File: config.mk
export PLATFORM = sky130hd
export DESIGN_NAME = grid_scan_waypoint_generator_core
export DESIGN_NICKNAME = d
export VERILOG_FILES = /design/src/hdl/gswg_pkg.sv /design/src/hdl/gswg_ctrl.sv /design/src/hdl/gswg_dp.sv /design/src/hdl/grid_scan_waypoint_generator_core.sv
export SDC_FILE = /design/constraint.sdc
export NUM_CORES = 2
export LEC_CHECK = 0
export BUFFER_PORTS_ARGS = -buffer_cell sky130_fd_sc_hd__buf_2
export CAP_MARGIN = 0
export CORE_MARGIN = 4
export CORE_UTILIZATION = 45
export CTS_CLUSTER_SIZE = 20
export DETAILED_ROUTE_END_ITERATION = 10
export PLACE_DENSITY = 0.68
export SYNTH_ARGS = -nofsm -noshare
export SYNTH_HDL_FRONTEND = slang
export SYNTH_SLANG_ARGS = --single-unit
export TNS_END_PERCENT = 10
File: constraint.sdc
create_clock -name clk -period 18 [get_ports clk]
set_input_delay 2.7 -clock clk [delete_from_list [all_inputs] [get_ports clk]]
set_output_delay 2.7 -clock clk [all_outputs]
set_load 0.01 [all_outputs]
File: src/hdl/gswg_pkg.sv
// Shared types, codes and constants of the grid scan waypoint generator.
package gswg_pkg;

  localparam int MAX_GRID_DIM_DEF = 256;

  localparam int COORD_W    = 32;
  localparam int FRAC_W     = 16;
  localparam int FRAC_BITS  = 12;
  localparam int ID_W       = 8;
  localparam int CFG_DIM_W  = 9;
  localparam int CFG_ADDR_W = 3;
  localparam int DIFF_W     = COORD_W + 1;
  localparam int PROD_W     = DIFF_W + FRAC_W;
  localparam int ACC_W      = PROD_W + 1;
  localparam int Q_W        = ACC_W + 1 - FRAC_BITS;
  localparam int MAC_STEPS  = 4;

  // Configuration register indexes
  localparam logic [CFG_ADDR_W-1:0] CFG_ORIGIN_E = 3'd0;
  localparam logic [CFG_ADDR_W-1:0] CFG_ORIGIN_N = 3'd1;
  localparam logic [CFG_ADDR_W-1:0] CFG_XAXIS_E  = 3'd2;
  localparam logic [CFG_ADDR_W-1:0] CFG_XAXIS_N  = 3'd3;
  localparam logic [CFG_ADDR_W-1:0] CFG_YAXIS_E  = 3'd4;
  localparam logic [CFG_ADDR_W-1:0] CFG_YAXIS_N  = 3'd5;
  localparam logic [CFG_ADDR_W-1:0] CFG_COLS     = 3'd6;
  localparam logic [CFG_ADDR_W-1:0] CFG_ROWS     = 3'd7;

  // Multiply-accumulate step codes: axis product per coordinate
  localparam logic [1:0] MAC_EAST_X  = 2'd0;
  localparam logic [1:0] MAC_EAST_Y  = 2'd1;
  localparam logic [1:0] MAC_NORTH_X = 2'd2;
  localparam logic [1:0] MAC_NORTH_Y = 2'd3;

  typedef enum logic [1:0] {
    OP_NEXT    = 2'd0,
    OP_POS     = 2'd1,
    OP_RESTART = 2'd2
  } op_t;

  typedef struct packed {
    op_t                       op;
    logic [ID_W-1:0]           wp_id;
    logic signed [FRAC_W-1:0]  frac_x;
    logic signed [FRAC_W-1:0]  frac_y;
  } gswg_in_t;

  typedef struct packed {
    logic [ID_W-1:0]           out_wp_id;
    logic signed [COORD_W-1:0] east;
    logic signed [COORD_W-1:0] north;
    logic                      grid_done;
  } gswg_out_t;

  typedef struct packed {
    logic       take;
    logic       div_step;
    logic       store_x;
    logic       init_y;
    logic       store_y;
    logic       mul_en;
    logic [1:0] mul_sel;
    logic       acc_en;
    logic [1:0] acc_sel;
    logic       rnd_en;
    logic       out_load;
  } gswg_cmd_t;

  typedef enum logic [2:0] {
    S_IDLE,
    S_DIVX,
    S_DIVY,
    S_DIVF,
    S_MUL,
    S_RND,
    S_OUT
  } state_t;

endpackage

File: src/hdl/gswg_ctrl.sv
// Sequencer of the waypoint generator: steps the divider, the MAC and the output register.
module gswg_ctrl import gswg_pkg::*; #(
  parameter int MAX_GRID_DIM = MAX_GRID_DIM_DEF
) (
  input  logic      clk,
  input  logic      rst_n,
  input  logic      in_valid,
  input  op_t       in_op,
  output logic      in_ready,
  output logic      out_valid,
  input  logic      out_ready,
  output gswg_cmd_t cmd
);

  localparam int NUM_W = $clog2(MAX_GRID_DIM) + FRAC_BITS;
  localparam int CNT_W = $clog2(NUM_W + 1);

  state_t           state_r, state_nxt;
  logic [CNT_W-1:0] cnt_r, cnt_nxt;
  logic             out_valid_r, out_valid_nxt;

  always_ff @(posedge clk) begin
    if (!rst_n) begin
      state_r     <= S_IDLE;
      cnt_r       <= '0;
      out_valid_r <= 1'b0;
    end else begin
      state_r     <= state_nxt;
      cnt_r       <= cnt_nxt;
      out_valid_r <= out_valid_nxt;
    end
  end

  always_comb begin
    state_nxt = state_r;
    cnt_nxt   = cnt_r;
    cmd       = '0;
    in_ready  = 1'b0;
    case (state_r)
      S_IDLE: begin
        in_ready = 1'b1;
        cnt_nxt  = '0;
        if (in_valid) begin
          cmd.take = 1'b1;
          case (in_op)
            OP_NEXT: state_nxt = S_DIVX;
            OP_POS:  state_nxt = S_MUL;
            default: state_nxt = S_IDLE;
          endcase
        end
      end
      S_DIVX: begin
        cmd.div_step = 1'b1;
        cnt_nxt      = cnt_r + 1'b1;
        if (cnt_r == CNT_W'(NUM_W - 1)) begin
          cnt_nxt   = '0;
          state_nxt = S_DIVY;
        end
      end
      S_DIVY: begin
        if (cnt_r == '0) begin
          cmd.store_x = 1'b1;
          cmd.init_y  = 1'b1;
        end else begin
          cmd.div_step = 1'b1;
        end
        cnt_nxt = cnt_r + 1'b1;
        if (cnt_r == CNT_W'(NUM_W)) begin
          cnt_nxt   = '0;
          state_nxt = S_DIVF;
        end
      end
      S_DIVF: begin
        cmd.store_y = 1'b1;
        cnt_nxt     = '0;
        state_nxt   = S_MUL;
      end
      S_MUL: begin
        if (cnt_r < CNT_W'(MAC_STEPS)) begin
          cmd.mul_en  = 1'b1;
          cmd.mul_sel = cnt_r[1:0];
        end
        if (cnt_r != '0) begin
          cmd.acc_en  = 1'b1;
          cmd.acc_sel = 2'(cnt_r - 1'b1);
        end
        cnt_nxt = cnt_r + 1'b1;
        if (cnt_r == CNT_W'(MAC_STEPS)) begin
          cnt_nxt   = '0;
          state_nxt = S_RND;
        end
      end
      S_RND: begin
        cmd.rnd_en = 1'b1;
        state_nxt  = S_OUT;
      end
      S_OUT: begin
        if (!out_valid_r || out_ready) begin
          cmd.out_load = 1'b1;
          state_nxt    = S_IDLE;
        end
      end
      default: begin
        state_nxt = S_IDLE;
      end
    endcase
  end

  always_comb begin
    out_valid_nxt = out_valid_r;
    if (out_valid_r && out_ready) begin
      out_valid_nxt = 1'b0;
    end
    if (cmd.out_load) begin
      out_valid_nxt = 1'b1;
    end
  end

  assign out_valid = out_valid_r;

endmodule

File: src/hdl/gswg_dp.sv
// Datapath of the waypoint generator: registers, grid position, divider, MAC, rounding.
module gswg_dp import gswg_pkg::*; #(
  parameter int MAX_GRID_DIM = MAX_GRID_DIM_DEF
) (
  input  logic                  clk,
  input  logic                  rst_n,
  input  logic                  cfg_we,
  input  logic [CFG_ADDR_W-1:0] cfg_addr,
  input  logic [COORD_W-1:0]    cfg_data,
  input  gswg_in_t              in_data,
  input  gswg_cmd_t             cmd,
  output gswg_out_t             out_data
);

  localparam int IDX_W = $clog2(MAX_GRID_DIM);
  localparam int DIM_W = $clog2(MAX_GRID_DIM + 1);
  localparam int CMP_W = (DIM_W > CFG_DIM_W) ? DIM_W : CFG_DIM_W;
  localparam int NUM_W = IDX_W + FRAC_BITS;
  localparam int ROUND_HALF = 1 << (FRAC_BITS - 1);

  function automatic logic [DIM_W-1:0] clamp_dim(input logic [CFG_DIM_W-1:0] raw);
    logic [CMP_W-1:0] ext;
    ext = CMP_W'(raw);
    if (ext == '0) begin
      clamp_dim = DIM_W'(1);
    end else if (ext > CMP_W'(MAX_GRID_DIM)) begin
      clamp_dim = DIM_W'(MAX_GRID_DIM);
    end else begin
      clamp_dim = DIM_W'(ext);
    end
  endfunction

  function automatic logic [NUM_W-1:0] grid_num(input logic [IDX_W-1:0] idx,
                                                input logic [IDX_W-1:0] den);
    grid_num = (NUM_W'(idx) << FRAC_BITS) + NUM_W'(den >> 1);
  endfunction

  function automatic logic [COORD_W-1:0] sat_add(input logic [COORD_W-1:0] org,
                                                 input logic [Q_W-1:0]     q);
    logic [Q_W:0] s;
    s = {{(Q_W + 1 - COORD_W){org[COORD_W-1]}}, org} + {q[Q_W-1], q};
    if ((&s[Q_W:COORD_W-1]) || !(|s[Q_W:COORD_W-1])) begin
      sat_add = s[COORD_W-1:0];
    end else if (s[Q_W]) begin
      sat_add = {1'b1, {(COORD_W - 1){1'b0}}};
    end else begin
      sat_add = {1'b0, {(COORD_W - 1){1'b1}}};
    end
  endfunction

  // Configuration and grid position
  logic [COORD_W-1:0]   org_e_r, org_n_r, xe_r, xn_r, ye_r, yn_r;
  logic [CFG_DIM_W-1:0] cols_raw_r, rows_raw_r;
  logic [IDX_W-1:0]     col_r, row_r;

  // Work registers
  logic [ID_W-1:0]          wp_r;
  logic                     done_r;
  logic [IDX_W-1:0]         rowl_r;
  logic signed [FRAC_W-1:0] fx_r, fy_r;
  logic [NUM_W-1:0]         num_r;
  logic [IDX_W-1:0]         rem_r, den_r;
  logic signed [PROD_W-1:0] prod_r;
  logic signed [ACC_W-1:0]  acc_e_r, acc_n_r;
  logic [Q_W-1:0]           qe_r, qn_r;
  gswg_out_t                out_r;

  logic [DIM_W-1:0] cols, rows;
  logic [IDX_W-1:0] den_x, den_y;
  logic [IDX_W-1:0] col_adv, row_adv;
  logic             at_last, adv_last;

  assign cols  = clamp_dim(cols_raw_r);
  assign rows  = clamp_dim(rows_raw_r);
  assign den_x = IDX_W'(cols - 1'b1);
  assign den_y = IDX_W'(rows - 1'b1);

  // Advance row-major, hold at the last point
  always_comb begin
    at_last = (DIM_W'(col_r) + 1'b1 >= cols) && (DIM_W'(row_r) + 1'b1 >= rows);
    col_adv = col_r;
    row_adv = row_r;
    if (!at_last) begin
      if (DIM_W'(col_r) + 1'b1 < cols) begin
        col_adv = col_r + 1'b1;
      end else begin
        col_adv = '0;
        row_adv = row_r + 1'b1;
      end
    end
    adv_last = (DIM_W'(col_adv) + 1'b1 >= cols) && (DIM_W'(row_adv) + 1'b1 >= rows);
  end

  // Restoring divider, one quotient bit per step
  logic [IDX_W:0]        rem_sh, rem_dif;
  logic                  ge;
  logic [FRAC_W-1:0]     qfrac;

  assign rem_sh  = {rem_r, num_r[NUM_W-1]};
  assign ge      = rem_sh >= {1'b0, den_r};
  assign rem_dif = rem_sh - {1'b0, den_r};
  assign qfrac   = FRAC_W'(num_r[FRAC_BITS:0]);

  // Shared multiplier
  logic signed [DIFF_W-1:0] d_xe, d_ye, d_xn, d_yn, mul_a;
  logic signed [FRAC_W-1:0] mul_b;
  logic signed [PROD_W-1:0] prod_nxt;
  logic signed [ACC_W-1:0]  prod_ext;

  assign d_xe = $signed({xe_r[COORD_W-1], xe_r}) - $signed({org_e_r[COORD_W-1], org_e_r});
  assign d_ye = $signed({ye_r[COORD_W-1], ye_r}) - $signed({org_e_r[COORD_W-1], org_e_r});
  assign d_xn = $signed({xn_r[COORD_W-1], xn_r}) - $signed({org_n_r[COORD_W-1], org_n_r});
  assign d_yn = $signed({yn_r[COORD_W-1], yn_r}) - $signed({org_n_r[COORD_W-1], org_n_r});

  always_comb begin
    case (cmd.mul_sel)
      MAC_EAST_X: begin
        mul_a = d_xe;
        mul_b = fx_r;
      end
      MAC_EAST_Y: begin
        mul_a = d_ye;
        mul_b = fy_r;
      end
      MAC_NORTH_X: begin
        mul_a = d_xn;
        mul_b = fx_r;
      end
      MAC_NORTH_Y: begin
        mul_a = d_yn;
        mul_b = fy_r;
      end
      default: begin
        mul_a = d_xe;
        mul_b = fx_r;
      end
    endcase
  end

  assign prod_nxt = mul_a * mul_b;
  assign prod_ext = {prod_r[PROD_W-1], prod_r};

  logic signed [ACC_W:0] rnd_e, rnd_n;
  assign rnd_e = {acc_e_r[ACC_W-1], acc_e_r} + (ACC_W + 1)'(ROUND_HALF);
  assign rnd_n = {acc_n_r[ACC_W-1], acc_n_r} + (ACC_W + 1)'(ROUND_HALF);

  always_ff @(posedge clk) begin
    if (!rst_n) begin
      org_e_r    <= '0;
      org_n_r    <= '0;
      xe_r       <= '0;
      xn_r       <= '0;
      ye_r       <= '0;
      yn_r       <= '0;
      cols_raw_r <= CFG_DIM_W'(2);
      rows_raw_r <= CFG_DIM_W'(2);
      col_r      <= '0;
      row_r      <= '0;
    end else if (cfg_we) begin
      case (cfg_addr)
        CFG_ORIGIN_E: org_e_r <= cfg_data;
        CFG_ORIGIN_N: org_n_r <= cfg_data;
        CFG_XAXIS_E:  xe_r    <= cfg_data;
        CFG_XAXIS_N:  xn_r    <= cfg_data;
        CFG_YAXIS_E:  ye_r    <= cfg_data;
        CFG_YAXIS_N:  yn_r    <= cfg_data;
        CFG_COLS: begin
          cols_raw_r <= cfg_data[CFG_DIM_W-1:0];
          col_r      <= '0;
          row_r      <= '0;
        end
        CFG_ROWS: begin
          rows_raw_r <= cfg_data[CFG_DIM_W-1:0];
          col_r      <= '0;
          row_r      <= '0;
        end
        default: ;
      endcase
    end else if (cmd.take) begin
      case (in_data.op)
        OP_NEXT: begin
          col_r <= col_adv;
          row_r <= row_adv;
        end
        OP_RESTART: begin
          col_r <= '0;
          row_r <= '0;
        end
        default: ;
      endcase
    end
  end

  always_ff @(posedge clk) begin
    if (cmd.take) begin
      wp_r <= in_data.wp_id;
      if (in_data.op == OP_NEXT) begin
        done_r <= adv_last;
        rowl_r <= row_r;
        num_r  <= grid_num(col_r, den_x);
        rem_r  <= '0;
        den_r  <= den_x;
      end else begin
        done_r <= at_last;
        fx_r   <= in_data.frac_x;
        fy_r   <= in_data.frac_y;
      end
    end else if (cmd.init_y) begin
      num_r <= grid_num(rowl_r, den_y);
      rem_r <= '0;
      den_r <= den_y;
    end else if (cmd.div_step) begin
      num_r <= {num_r[NUM_W-2:0], ge};
      rem_r <= ge ? rem_dif[IDX_W-1:0] : rem_sh[IDX_W-1:0];
    end

    // Single-point axis: fraction is zero
    if (cmd.store_x) begin
      fx_r <= (cols == DIM_W'(1)) ? '0 : qfrac;
    end
    if (cmd.store_y) begin
      fy_r <= (rows == DIM_W'(1)) ? '0 : qfrac;
    end

    if (cmd.mul_en) begin
      prod_r <= prod_nxt;
    end
    if (cmd.acc_en) begin
      case (cmd.acc_sel)
        MAC_EAST_X:  acc_e_r <= prod_ext;
        MAC_EAST_Y:  acc_e_r <= acc_e_r + prod_ext;
        MAC_NORTH_X: acc_n_r <= prod_ext;
        MAC_NORTH_Y: acc_n_r <= acc_n_r + prod_ext;
        default: ;
      endcase
    end

    if (cmd.rnd_en) begin
      qe_r <= rnd_e[ACC_W:FRAC_BITS];
      qn_r <= rnd_n[ACC_W:FRAC_BITS];
    end

    if (cmd.out_load) begin
      out_r.out_wp_id <= wp_r;
      out_r.east      <= sat_add(org_e_r, qe_r);
      out_r.north     <= sat_add(org_n_r, qn_r);
      out_r.grid_done <= done_r;
    end
  end

  assign out_data = out_r;

endmodule

File: src/hdl/grid_scan_waypoint_generator_core.sv
// Top level of the grid scan waypoint generator: sequencer plus datapath.
// Op next: the two grid fractions go through one bit-serial divider on a dividend of NUM_W =
//   ceil(log2(MAX_GRID_DIM)) + 12 bits, then the same steps as op pos.
// Op pos: four shared multiplier passes, rounding, output load; restart: resets the position only.
// One item at a time; the next transfer can be taken once the result is in the
//   output register, while that result may still wait for out_ready.
// Reset (rst_n low, synchronous) clears the position, config registers (dimensions to 2), out_valid.
module grid_scan_waypoint_generator_core import gswg_pkg::*; #(
  parameter int MAX_GRID_DIM = MAX_GRID_DIM_DEF
) (
  input  logic                  clk,
  input  logic                  rst_n,
  input  logic                  cfg_we,
  input  logic [CFG_ADDR_W-1:0] cfg_addr,
  input  logic [COORD_W-1:0]    cfg_data,
  input  logic                  in_valid,
  output logic                  in_ready,
  input  gswg_in_t              in_data,
  output logic                  out_valid,
  input  logic                  out_ready,
  output gswg_out_t             out_data
);

  gswg_cmd_t cmd;

  // Sequencer: accepts a transfer only when idle, walks divide, MAC, round, load
  gswg_ctrl #(
    .MAX_GRID_DIM(MAX_GRID_DIM)
  ) u_ctrl (
    .clk      (clk),
    .rst_n    (rst_n),
    .in_valid (in_valid),
    .in_op    (in_data.op),
    .in_ready (in_ready),
    .out_valid(out_valid),
    .out_ready(out_ready),
    .cmd      (cmd)
  );

  // Datapath: holds the registers and position, advances the scan at transfer,
  // maps fractions through the plane and saturates into the output register
  gswg_dp #(
    .MAX_GRID_DIM(MAX_GRID_DIM)
  ) u_dp (
    .clk     (clk),
    .rst_n   (rst_n),
    .cfg_we  (cfg_we),
    .cfg_addr(cfg_addr),
    .cfg_data(cfg_data),
    .in_data (in_data),
    .cmd     (cmd),
    .out_data(out_data)
  );

endmodule

; Yosys cells after proc, flatten, opt, wreduce, memory -nomap -nowiden
; Cells that the tools add are included.
[totals]
latch_bits = 0
output_inout_bits = 75
mem_count = 0
elab_cells = 222
mem_bits_ro = 0
ram_bits = 0
register_bits = 620
[op_classes]
n_shift = 0
eq_ne = 35
n_addsub = 23
n_bitwise = 0
div_mod_pow = 0
n_reduce_logical = 53
n_mul = 1
order_cmp = 9
muxes = 71
[ops]
columns = cell, n
row1 = 50-bit case mux with 2 select lines, 2
row2 = 8-bit 2-to-1 mux, 17
row3 = 33-bit case mux with 4 select lines, 1
row4 = 32-bit by 32-bit subtractor with 33-bit output, 4
row5 = 32-bit 2-to-1 mux, 4
row6 = 50-bit by 13-bit adder with 51-bit output (second input constant), 2
row7 = 50-bit by 49-bit adder with 50-bit output, 2
row8 = 16-bit 2-to-1 mux, 6
row9 = 32-bit by 39-bit adder with 40-bit output, 2
row10 = 20-bit 2-to-1 mux, 4
row11 = 33-bit by 16-bit multiplier with 49-bit output, 1
row12 = 20-bit by 7-bit adder with 20-bit output, 2
row13 = 8-bit by 1-bit adder with 9-bit output (second input constant), 4
row14 = 9-bit >= comparator, 4
row15 = 9-bit 2-to-1 mux, 4
row16 = 16-bit case mux with 2 select lines, 1
row17 = 8-bit case mux with 2 select lines, 2
row18 = 2-bit AND reduction, 15
row19 = 13-bit 2-to-1 mux, 2
row20 = 3-bit == test (second input constant), 7
row21 = 3-bit 2-to-1 mux, 7
row22 = 3-bit case mux with 7 select lines, 1
row23 = 5-bit case mux with 4 select lines, 1
row24 = 9-bit by 1-bit == test with 1-bit output (second input constant), 2
row25 = 39 further kinds, 95

; Logic depth before layout (Yosys ltp)
[logic_depth]
word_depth = 10
ltp_mapped = 45

; Cells and area by module
; From an unflattened synthesis, not the netlist that was laid out.
[hier_totals]
hier_cells = 6508
hier_area_um2 = 59069.2
[by_module_without_submodules]
columns = mod, n_inst, area_each_um2, cells_each
row1 = gswg_dp, 1, 58344.7, 6410
row2 = gswg_ctrl, 1, 724.4, 98

; Worst setup path before layout
; OpenSTA, ideal clock, no wires.
[synth_timing]
path_kind = register to register
start = reg u_ctrl.cnt_r[4]
end = reg u_dp.prod_r[47], data pin
synth_period_minus_slack_ps = 14353
t_arrival_ps = 14216
path_buffers = 1
setup_time_ps = 137
required_time_ps = 17863
stages_incl_launch_ff = 44
path_slack_ps = 3647
cell_sequence = dfxtp_1 -> nor3_1 -> nor3b_1 -> nand3_1 -> buf_1 -> mux2i_1 -> ha_1 -> inv_1 -> fa_1 -> a21o_1 -> a21oi_1 -> nand2b_1 -> a211oi_1 -> o311ai_1 -> a21boi_0 -> o21ai_0 -> nand2b_1 -> a31oi_1 -> [... 8 more ...] -> inv_1 -> fa_1 -> inv_1 -> fa_1 -> fa_1 -> ha_1 -> and3_1 -> nand3_1 -> nor2_1 -> a2111oi_0 -> a21oi_1 -> o221ai_1 -> o21ai_1 -> a41o_1 -> o21ai_1 -> o31ai_1 -> or4_1 -> nand4_1
[synth_between]
elab_chain_cells = 7
elab_cells_between_ends = 12
classes_between = mul (1) / order compare (1) / eq/ne (3) / mux (4) / reduce/logical (3)
[synth_lines]
columns = item, line_no
row1 = from (decl), gswg_ctrl.sv:19  ; logic [CNT_W-1:0] cnt_r, cnt_nxt;
row2 = from (signal assigned), gswg_ctrl.sv:29  ; cnt_r <= cnt_nxt;
row3 = 5-bit by 3-bit < comparator with 1-bit output (*), gswg_ctrl.sv:79  ; if (cnt_r < CNT_W'(MAC_STEPS)) begin
row4 = 3-bit 2-to-1 mux (*), gswg_ctrl.sv:79
row5 = 6-bit 2-to-1 mux (*), gswg_ctrl.sv:39  ; case (state_r)
row6 = 2-bit by 1-bit == test with 1-bit output (tied with other cells), gswg_dp.sv:116  ; case (cmd.mul_sel)
row7 = 2-bit OR reduction (no line), -
row8 = 16-bit case mux with 2 select lines, gswg_dp.sv:116
row9 = 33-bit by 16-bit multiplier with 49-bit output (*), gswg_dp.sv:140  ; assign prod_nxt = mul_a * mul_b;
row10 = net u_dp.prod_nxt[47], gswg_dp.sv:107  ; logic signed [PROD_W-1:0] prod_nxt;
row11 = to (signal assigned), gswg_dp.sv:226  ; prod_r <= prod_nxt;
row12 = to (decl), gswg_dp.sv:63  ; logic signed [PROD_W-1:0] prod_r;
; The timed path passes the listed nets; every way through them passes the cells marked *.
; A chain may end at the register's enable or synchronous reset.

; Final worst setup path
[layout_timing]
start = reg u_ctrl.state_r[1]
end = reg u_dp.prod_r[47], data pin
[layout_between]
elab_chain_cells = 6
elab_cells_between_ends = 11
classes_between = mul (1) / eq/ne (4) / mux (3) / reduce/logical (3)
[layout_lines]
columns = item, line_no
row1 = from (decl), gswg_ctrl.sv:18  ; state_t state_r, state_nxt;
row2 = from (signal assigned), gswg_ctrl.sv:28  ; state_r <= state_nxt;
row3 = 3-bit == test (*), gswg_ctrl.sv:39
row4 = 6-bit 2-to-1 mux (*), gswg_ctrl.sv:39
row5 = 2-bit by 1-bit == test with 1-bit output (tied with other cells), gswg_dp.sv:116
row6 = 2-bit OR reduction (no line), -
row7 = 16-bit case mux with 2 select lines, gswg_dp.sv:116
row8 = 33-bit by 16-bit multiplier with 49-bit output (*), gswg_dp.sv:140
row9 = net u_dp.prod_nxt[47], gswg_dp.sv:107
; Marks and branches as above.

==> impl_metrics.toml <==
[floorplan]
dieHeight_um = 366
row_count = 131
fp.dieW_um = 366
die_area_um2 = 134000
io_pins = 157
coreArea_um2 = 128000
initial_core_util_pct = 45.3

[placement]
post-dp-hpwl_um = 133000
io_buffers = 156
place.gp.congestion = 0.935

[clocking]
cts_resized = 0
cts.sinks = 620
clk_pin_slew_ns = 0.06
root_buffer = "clkbuf_16"
clkLatencyLatePin_ns = 0.68
postCtsHoldBufs = 0
cts_tree = "yes"
postCtsSetupRepairBufs = 0
h-tree-depth = 3
cts_buffer_depth = 3
numCtsBuffers = 70

[global_route]
grt_antenna_before_repair = 19
grt_usage_pct = 25.0
grt_start_max_net_pins = 109
grt_pass1_vias = 44900
grt_pass1_wl_um = 265000
grt.overflow.total = 0

[sta]
clock_skew_ns = 0.0473
timing.final.crit_share_pct = 70.3
fmax_ghz = 0.0790
rsz0062_at_grt = "false"
period_needed_ns = 12.65
hold_violations = 0
slew_headroom_pct = 8.12
maxSlewViolCount = 0
fin_setup_tns_ns = 0
setup_viol = 0
worst_slew_pin_slew_ns = 1.37
finalHoldWorstSlack_ns = 0.419

[yosys]
ys_seq_area_share_pct = 28.1
synth_top_family_by_area = "adder cells"
avgSynthCellArea_um2 = 9.17
synth_xor_area_share_pct = 5.59
synthMuxAreaShare_pct = 2.39
synth_cell_types = 104
synth_compound_area_share_pct = 15.9
synthArstFlopShare_pct = 0
syn-cell-area_um2 = 57800
ys.warnings.count = 0
synthSimpleGateAreaFrac_pct = 15.4
synth_nets = 7304
synth-seq-cells = 620
syn_inst = 6303
synth_adder_area_share_pct = 26.5
synthFlopType = "edfxtp_1"
synth_enable_flop_cells = 385

[setup_path]
cp_slowest_stage_delay_ns = 0.83
critical_path_class = "register to register"
cpMostUsedCell = "fa_1"
start_kind = "register"
crit_arrival_ns = 13.03
rr_worst_depth = 45
cp-end-kind = "register"
crit_slowest_cell = "a21oi_1"
worstPathRequired_ns = 18.38
cp_max_fo = 54

[outcome]
status = "completed"

[final_layout]
drive_gt1_share_pct = 8.50
nNetsFinal = 7360
area_growth_pct = 8.47

[detailed_routing]
vias = 46200
drt_iter0_markers = 4317
drt-pass1-iter-count = 5
viasPerCell = 5.71
ant_nets = 0
drc = 0
drt-total-wl_um = 172000
wl_per_cell_um = 21.2

[min_path]
min_path_type = "register to register"
hold_path_depth = 0

[run]
cap_violations = 0
layout by cell type, fill, tap and decap left out, types with 99 or more instances in the layout:
cell type	count
buf_2	155
edfxtp_1	385
ha_1	412
o21ai_0	227
nand2_1	1033
a21oi_1	296
fa_1	507
dfxtp_1	235
a21o_1	204
a21boi_0	227
nor2_1	379
xnor2_1	227
inv_1	674
xor2_1	140
nand3_1	99
area by class of cell:
class	instances	area (um^2)
Antenna cell	8	20.0
Sequential cell	620	16300
Clock buffer	88	1940
Fill cell	11900	64800
Timing Repair Buffer	223	1290
Inverter	677	2540
Clock inverter	40	407
Tap cell	1662	2080
Multi-Input combinational cell	4767	38200
flip-flops by register name, summed over array words and instances (netlist names), 9 cells and up:
| register | flops |
|---|---|
| u_dp.xn_r | 32 |
| u_dp.org_n_r | 32 |
| u_dp.org_e_r | 32 |
| u_dp.xe_r | 32 |
| u_dp.cols_raw_r | 9 |
| u_dp.out_data | 73 |
| u_dp.ye_r | 32 |
| u_dp.qe_r | 39 |
| u_dp.rows_raw_r | 9 |
| u_dp.num_r | 20 |
| u_dp.prod_r | 49 |
| u_dp.acc_n_r | 50 |
| u_dp.yn_r | 32 |
| u_dp.acc_e_r | 50 |
| u_dp.fy_r | 16 |
| u_dp.qn_r | 39 |
| u_dp.fx_r | 16 |
cells in the mapped netlist (90+ instances only):
master / n / area share [%]
a21boi_0: 227 / 2.9
a21o_1: 204 / 2.6
a21oi_1: 296 / 2.6
and2_1: 90 / 0.97
clkbuf_1: 205 / 1.3
dfxtp_1: 235 / 8.1
edfxtp_1: 385 / 20
fa_1: 507 / 18
ha_1: 412 / 8.9
inv_1: 674 / 4.4
mux2_2: 92 / 1.8
nand2_1: 1034 / 6.7
nand3_1: 101 / 0.87
nor2_1: 385 / 2.5
o21ai_0: 232 / 2.0
xnor2_1: 227 / 3.4
xor2_1: 140 / 2.1
path summary, 6_finish.rpt:
kind,from,slack (ns),end
min,u_dp.wp_r[3],0.42,u_dp.out_data[68]
min reg2reg,u_dp.wp_r[3],0.42,u_dp.out_data[68]
max,u_ctrl.state_r[1],5.35,u_dp.prod_r[47]
max reg2reg,u_ctrl.state_r[1],5.35,u_dp.prod_r[47]
worst max-delay path: cells and delay by family (launching register included):
kind            cells  cell delay [ns]
xor+xnor            1             0.16
simple gates       12             1.80
compound gates     14             4.10
mux                 1             0.26
flops               1             0.62
buf+inv             8             1.30
fa+ha+maj           9             4.05
logic make-up after synthesis:
family | count (synthesis)
flip-flops | 620
XOR/XNOR | 368
AND/OR/NAND/NOR | 1998
AO/OA/AOI/OAI | 1357
buffers and inverters | 916
multiplexers | 125
adder cells (fa/ha/maj) | 919
per-layer routing:
| layer | routed length, um | track usage [%] |
|---|---|---|
| met1 | 75000 | 35.1 |
| met2 | 78500 | 40.2 |
| met3 | 12300 | 3.60 |
| met4 | 5960 | 7.16 |
| met5 | 0 | 0 |
through the flow:
stage / std cells / worst slack [ns] / utilization (%) / instance area (um^2)
after floorplan: 6303 / 3.65 / - / 57800
after global placement: 7949 / 5.94 / 47.3 / 60300
after detailed placement: 7949 / 5.70 / 47.3 / 60300
after CTS: 8077 / 5.60 / 49.2 / 62700
after global routing: 8079 / 4.64 / 49.2 / 62700
final: 8085 / 5.35 / 49.2 / 62700
Power is not shown: default switching activity piles up to over one toggle a cycle in this logic, so the estimate is an artifact.
